--- config.mk ---
export PLATFORM = sky130hd
export DESIGN_NAME = rht_match
export DESIGN_NICKNAME = d
export VERILOG_FILES = /design/src/sv/rht_pkg.sv /design/src/sv/rht_match.sv
export VERILOG_INCLUDE_DIRS = /design/src /design/src/sv
export SDC_FILE = /design/constraint.sdc
export NUM_CORES = 1
export LEC_CHECK = 0
export ABC_CLOCK_PERIOD_IN_PS = 6800
export BUFFER_PORTS_ARGS = -buffer_cell sky130_fd_sc_hd__buf_2
export CAP_MARGIN = 10
export CORE_AREA = 2 2 114 116
export DETAILED_ROUTE_END_ITERATION = 10
export DIE_AREA = 0 0 116 118
export PLACE_DENSITY = 0.75
export SYNTH_ARGS = -nofsm -noshare
export SYNTH_HDL_FRONTEND = slang
export SYNTH_SLANG_ARGS = --single-unit
--- constraint.sdc ---
create_clock -name clock -period 6.8 [get_ports clock]
set_input_delay 0.68 -clock clock [delete_from_list [all_inputs] [get_ports clock]]
set_output_delay 0.68 -clock clock [all_outputs]
set_load 0.02 [all_outputs]
--- src/sv/assert_macros.svh ---
// Assertion macros shared by the handle table RTL.
`ifndef ASSERT_MACROS_SVH
`define ASSERT_MACROS_SVH

// Clocked check, masked while reset is high.
`define RHT_ASSERT(lbl, clk, rst, prop, msg) \
   lbl: assert property (@(posedge clk) disable iff (rst) prop) \
      else $error(msg);

// Clocked check that also holds during reset.
`define RHT_ASSERT_ALWAYS(lbl, clk, prop, msg) \
   lbl: assert property (@(posedge clk) prop) \
      else $error(msg);

`endif

--- src/sv/rht_pkg.sv ---
// Types and constants of the refcounted handle table.
package rht_pkg;

   localparam int TABLE_DEPTH_DEF = 256;
   localparam int HANDLE_W        = 32;
   localparam int LEN_W           = 32;
   localparam int ATTR_W          = 32;
   localparam int USES_W          = 16;
   localparam int STATUS_W        = 2;

   localparam logic [USES_W-1:0] USES_MAX    = '1;
   localparam logic [ATTR_W-1:0] ATTR_RESET  = ATTR_W'(1);

   localparam logic MODE_REGISTER   = 1'b0;
   localparam logic MODE_UNREGISTER = 1'b1;

   typedef enum logic [STATUS_W-1:0] {
      STATUS_OK      = 2'd0,
      STATUS_BADPARM = 2'd1,
      STATUS_FULL    = 2'd2
   } status_type;

   typedef enum logic [1:0] {
      ST_IDLE,
      ST_SCAN,
      ST_FIN
   } state_type;

   typedef struct packed {
      logic [HANDLE_W-1:0] handle;
      logic [LEN_W-1:0]    length;
      logic [ATTR_W-1:0]   attribute;
      logic [USES_W-1:0]   uses;
   } entry_type;

   // sequencer -> match unit
   typedef struct packed {
      logic clear;
      logic beat_vld;
   } match_ctl_type;

   // match unit -> sequencer
   typedef struct packed {
      logic hit;
      logic free_found;
   } match_stat_type;

endpackage

--- src/sv/rht_match.sv ---
// Shared compare unit: checks one entry per beat and tracks hit, free slot and last live.
`include "assert_macros.svh"

module rht_match #(
   parameter int DEPTH = rht_pkg::TABLE_DEPTH_DEF
) (
   input  logic                          clock,
   input  logic                          reset,
   input  rht_pkg::match_ctl_type        ctl,
   input  logic [$clog2(DEPTH)-1:0]      beat_idx,
   input  rht_pkg::entry_type            beat_data,
   input  logic [rht_pkg::HANDLE_W-1:0]  key,
   output logic                          hit_now,
   output rht_pkg::match_stat_type       stat,
   output logic [$clog2(DEPTH)-1:0]      hit_idx,
   output rht_pkg::entry_type            hit_entry,
   output logic [$clog2(DEPTH)-1:0]      free_idx,
   output logic [$clog2(DEPTH)-1:0]      last_live
);
   import rht_pkg::*;

   localparam int IDX_W = $clog2(DEPTH);

   match_stat_type   stat_ff, stat_in;
   logic [IDX_W-1:0] hit_idx_ff, hit_idx_in;
   entry_type        hit_entry_ff, hit_entry_in;
   logic [IDX_W-1:0] free_idx_ff, free_idx_in;
   logic [IDX_W-1:0] last_live_ff, last_live_in;
   logic             live;
   logic             take;

   assign live    = (beat_data.uses != '0);
   assign take    = ctl.beat_vld && !stat_ff.hit;
   assign hit_now = take && live && (beat_data.handle == key);

   always_comb begin
      stat_in      = stat_ff;
      hit_idx_in   = hit_idx_ff;
      hit_entry_in = hit_entry_ff;
      free_idx_in  = free_idx_ff;
      last_live_in = last_live_ff;
      if (ctl.clear) begin
         stat_in      = '0;
         last_live_in = '0;
      end else if (take) begin
         if (hit_now) begin
            stat_in.hit  = 1'b1;
            hit_idx_in   = beat_idx;
            hit_entry_in = beat_data;
         end else if (live) begin
            last_live_in = beat_idx;
         end else if (!stat_ff.free_found) begin
            stat_in.free_found = 1'b1;
            free_idx_in        = beat_idx;
         end
      end
   end

   always_ff @(posedge clock) begin
      if (reset) begin
         stat_ff      <= '0;
         last_live_ff <= '0;
      end else begin
         stat_ff      <= stat_in;
         last_live_ff <= last_live_in;
      end
      hit_idx_ff   <= hit_idx_in;
      hit_entry_ff <= hit_entry_in;
      free_idx_ff  <= free_idx_in;
   end

   assign stat      = stat_ff;
   assign hit_idx   = hit_idx_ff;
   assign hit_entry = hit_entry_ff;
   assign free_idx  = free_idx_ff;
   assign last_live = last_live_ff;

   // once found, a hit stays until the next request clears it
   `RHT_ASSERT(a_hit_sticky, clock, reset, (stat_ff.hit && !ctl.clear) |=> stat_ff.hit, "hit lost mid-request")

endmodule

Word level (Yosys, flattened, before mapping)
Cells that the tools add are included.
- flip-flop bits (word level): 138
- input bits: 156
- output and inout bits: 139
- eq/ne operators: 1
- bitwise logic cells: 4
- reductions and logical operators: 11
- operators with widths (kind ; count):
    == test 32 bit ; 1
    nonzero test 16 bit ; 1
    AND reduction 3 bit ; 3
    AND reduction 5 bit ; 1
    inverter 1 bit ; 4
    logical AND 1 bit ; 3
    AND reduction 2 bit ; 1
    OR reduction 2 bit ; 1
    zero test 1 bit ; 1

Depth between registers and ports, before layout
- depth after elaboration: 6
- gate-level depth with buffers: 5
- gate-level depth less buffers: 5

Least setup slack after synthesis
OpenSTA, ideal clock, no wires.
- path kind: input to register
- from: in key[18] in the netlist's numbering
- to: reg hit_entry_ff, in the netlist hit_entry[0], enable pin
- setup time: 0.601 ns
- data arrival time: 6.519 ns
- data required time: 6.199 ns
- path slack: -0.320 ns
- cell stages on the path: 5
- path buffers: 0
- path through: xnor2_1 > nand4_1 > nor4_2 > nand3b_1 > nor2_1
- cells in the longest elaborated chain, start to end: 3
- RTL lines (item ; line ; source):
    start: declaration ; rht_match.sv:12 ; input logic [rht_pkg::HANDLE_W-1:0] key,
    == test 32 bit ; rht_match.sv:34 ; assign hit_now = take && live && (beat_data.handle == key);
    logical AND 1 bit ; rht_match.sv:34 ;
    AND reduction 3 bit (no source line) ; n/a ;
    end signal: assignment ; rht_match.sv:68 ; hit_entry_ff <= hit_entry_in;
    end: declaration ; rht_match.sv:26 ; entry_type hit_entry_ff, hit_entry_in;
Every way passes these cells.
A chain may end at the register's enable or synchronous reset.

Final worst setup path
- from: in beat_data[4] in the netlist's numbering
- to: out hit_now
- cells in the longest elaborated chain, start to end: 3
- RTL lines (item ; line ; source):
    start: declaration ; rht_match.sv:11 ; input rht_pkg::entry_type beat_data,
    nonzero test 16 bit ; rht_match.sv:32 ; assign live = (beat_data.uses != '0);
    logical AND 1 bit (2 in a row) ; rht_match.sv:34 ;
    end: declaration ; rht_match.sv:13 ; output logic hit_now,
Every way passes these cells.

==> metrics.yaml <==
grt_usage_pct: 17.7
drc_errors: 0
synth_cells: 222
diodes: 0
ys_async_sr_fraction_pct: 0
synthToLayoutAreaGrowth_pct: 48.9
crit_family: "simple AND/OR/NAND/NOR gates"
path_cells: "buf_2 -> nor4_1 -> nand4_1 -> nand3_1 -> nand3b_1 -> inv_1 -> buf_2"
fin_area_um2: 6920
root_buffer: "clkbuf_16"
synth_warnings: 0
die_area_um2: 13700
yosysMostFrequentCell: "edfxtp_1"
core_area_um2: 12400
regArea_um2: 4040
period_minus_slack_ps: 3000
synth_nets: 378
drive_gt1_share_pct: 60.1
cts_tree: "done"
hold_violations: 0
setup_ws_ps: 3800
num_vias: 3243
drt_wl_total_um: 12100
nets: 692
postSynthAreaPerCell_um2: 20.9
synth_edf_count: 128
io_pins: 295
maxCapViolations: 0
ys_top_cells_by_count: "edfxtp_1, xnor2_1, nand2_1, dfxtp_1, nand4_1"
gp_congestion: 0.823
cp_common_cell: "buf_2"
synth_top_area_share_pct: 82.7
grt_pass1_vias: 3349
synth-seq-area-share_pct: 87.0
viasPerCell: 4.50
clockBufferDepth: 2
synth.largest_area_cell: "edfxtp_1"
cts_resized: 0
clk_pin_slew_worst_paths_ps: 60
finalClockSkew_ps: 8.14
critPathBufInv: 3
syn_area_um2: 4650
wl_per_cell_um: 16.7
ant_nets: 0
dieHeight_um: 118
cts_inserted_buffers: 17
worst-endpoint-required_ps: 6120
die_w_um: 116
finalSetupTns_ps: 0
initial_core_util_pct: 37.4
synth-seq-cells: 138
clock-sinks: 138
io_buffers: 294
fin_hold_ws_ps: 444
antenna_found_initial: 1
ir_drop_uv: 148
cts_setup_buffers: 0
ys.flop_type: "edfxtp_1"
slew_headroom_pct: 29.4
clk_latency_ps: 410
powerDensity_nw_per_um2: 272
worst-path-max-fanout: 3
htreeDepth: 4
hp-class: "input pin to register"
worstPathArrival_ps: 2320
yosysUniqueCellTypes: 16
firstDrtPassIters: 6
grt-ovfl-total: 0
rows: 41
grt_max_degree: 66
first_iter_violations: 260
critPathLaunchType: "input pin"
fillCellCount: 1047
cts_hold_buffers: 0
place_ws_ps: 3680
grt_pass1_wl_um: 17700
tightest_slew_ps: 1060
outcome: "completed"
p_leak_nw: 2.85
synthTopCellsByArea: "edfxtp_1, xnor2_1, dfxtp_1, mux2i_1, nand2_1"
slew_violations: 0
multi_input_area_um2: 606
fin_crit_sh_pct: 44.2
critical_path.slowest_cell: "nor4_1"
fin_util_pct: 55.7
fmax_mhz: 333
dpl-instance-area_um2: 6360
end_kind: "primary output"
slowest_delay_ps: 520
rsz0062_at_grt: "false"
hpwlAfterDp_um: 9270
worstSetupPathType: "input pin to primary output"
setup_violations: 0
-- routing by layer --
layer,track usage [%],share of wire (%)
met5,0,0.11
met4,7.44,1.7
met3,7.83,11
met2,30.7,53
met1,18.3,34
-- registers in the layout, summed over array words and instances (netlist names) --
name / count
last_live: 8
stat: 2
free_idx: 8
hit_idx: 8
hit_entry: 112
-- per-stage QoR --
step / std cells / total power, mW
2_1_floorplan: 222 / 0.974
6_report: 721 / 1.88
3_5_place_dp: 689 / 1.03
4_1_cts: 721 / 1.90
3_3_place_gp: 689 / 1.03
5_1_grt: 721 / 1.95
-- logic make-up after synthesis --
family | count (synthesis) | synth area share [%]
flops | 138 | 87.0
simple gates | 38 | 4.31
xor+xnor | 32 | 6.03
mux | 8 | 1.72
compound gates | 3 | 0.673
buf+inv | 3 | 0.242
-- cell type report --
type                       instances  area share [%]
clock buffer                      19            6.26
clock inverter                    13            1.84
inverter                           2           0.108
multi-input combinational         81            8.75
sequential                       138            58.4
tap                              172            3.11
timing repair buffer             296            21.5
-- layout by cell type (no fill, tap or decap), types with 3 or more instances in the layout --
cell type   Yosys  layout
buf_2           0     294
edfxtp_1      128     128
xnor2_1        32      32
nand2_1        17      17
clkbuf_16       0      17
dfxtp_1        10      10
nand4_1         9       9
mux2i_1         8       8
clkinv_2        0       5
nor4_1          5       4
clkinvlp_4      0       4
nor4_2          2       3
-- path summary, 6_finish.rpt --
kind | from | slack, ps | depth (start not counted) | endpoint
worst min register to register | last_live[0]$_SDFFE_PP0P_ | 460 | 2 | last_live[0]$_SDFFE_PP0P_
worst max-delay path | beat_data[4] | 3800 | 7 | hit_now
worst min-delay path | beat_data[52] | 440 | 1 | hit_entry[52]$_DFFE_PP_
worst max register to register | stat[1]$_SDFFE_PP0P_ | 4790 | 5 | hit_entry[61]$_DFFE_PP_
-- where the power goes --
| part | internal [mW] | total, mW | switching, mW |
|---|---|---|---|
| registers | 0.928 | 0.929 | 0.000880 |
| clock network | 0.535 | 0.868 | 0.334 |
| logic | 0.0485 | 0.0857 | 0.0371 |
Power figures use the tool's default switching activity.
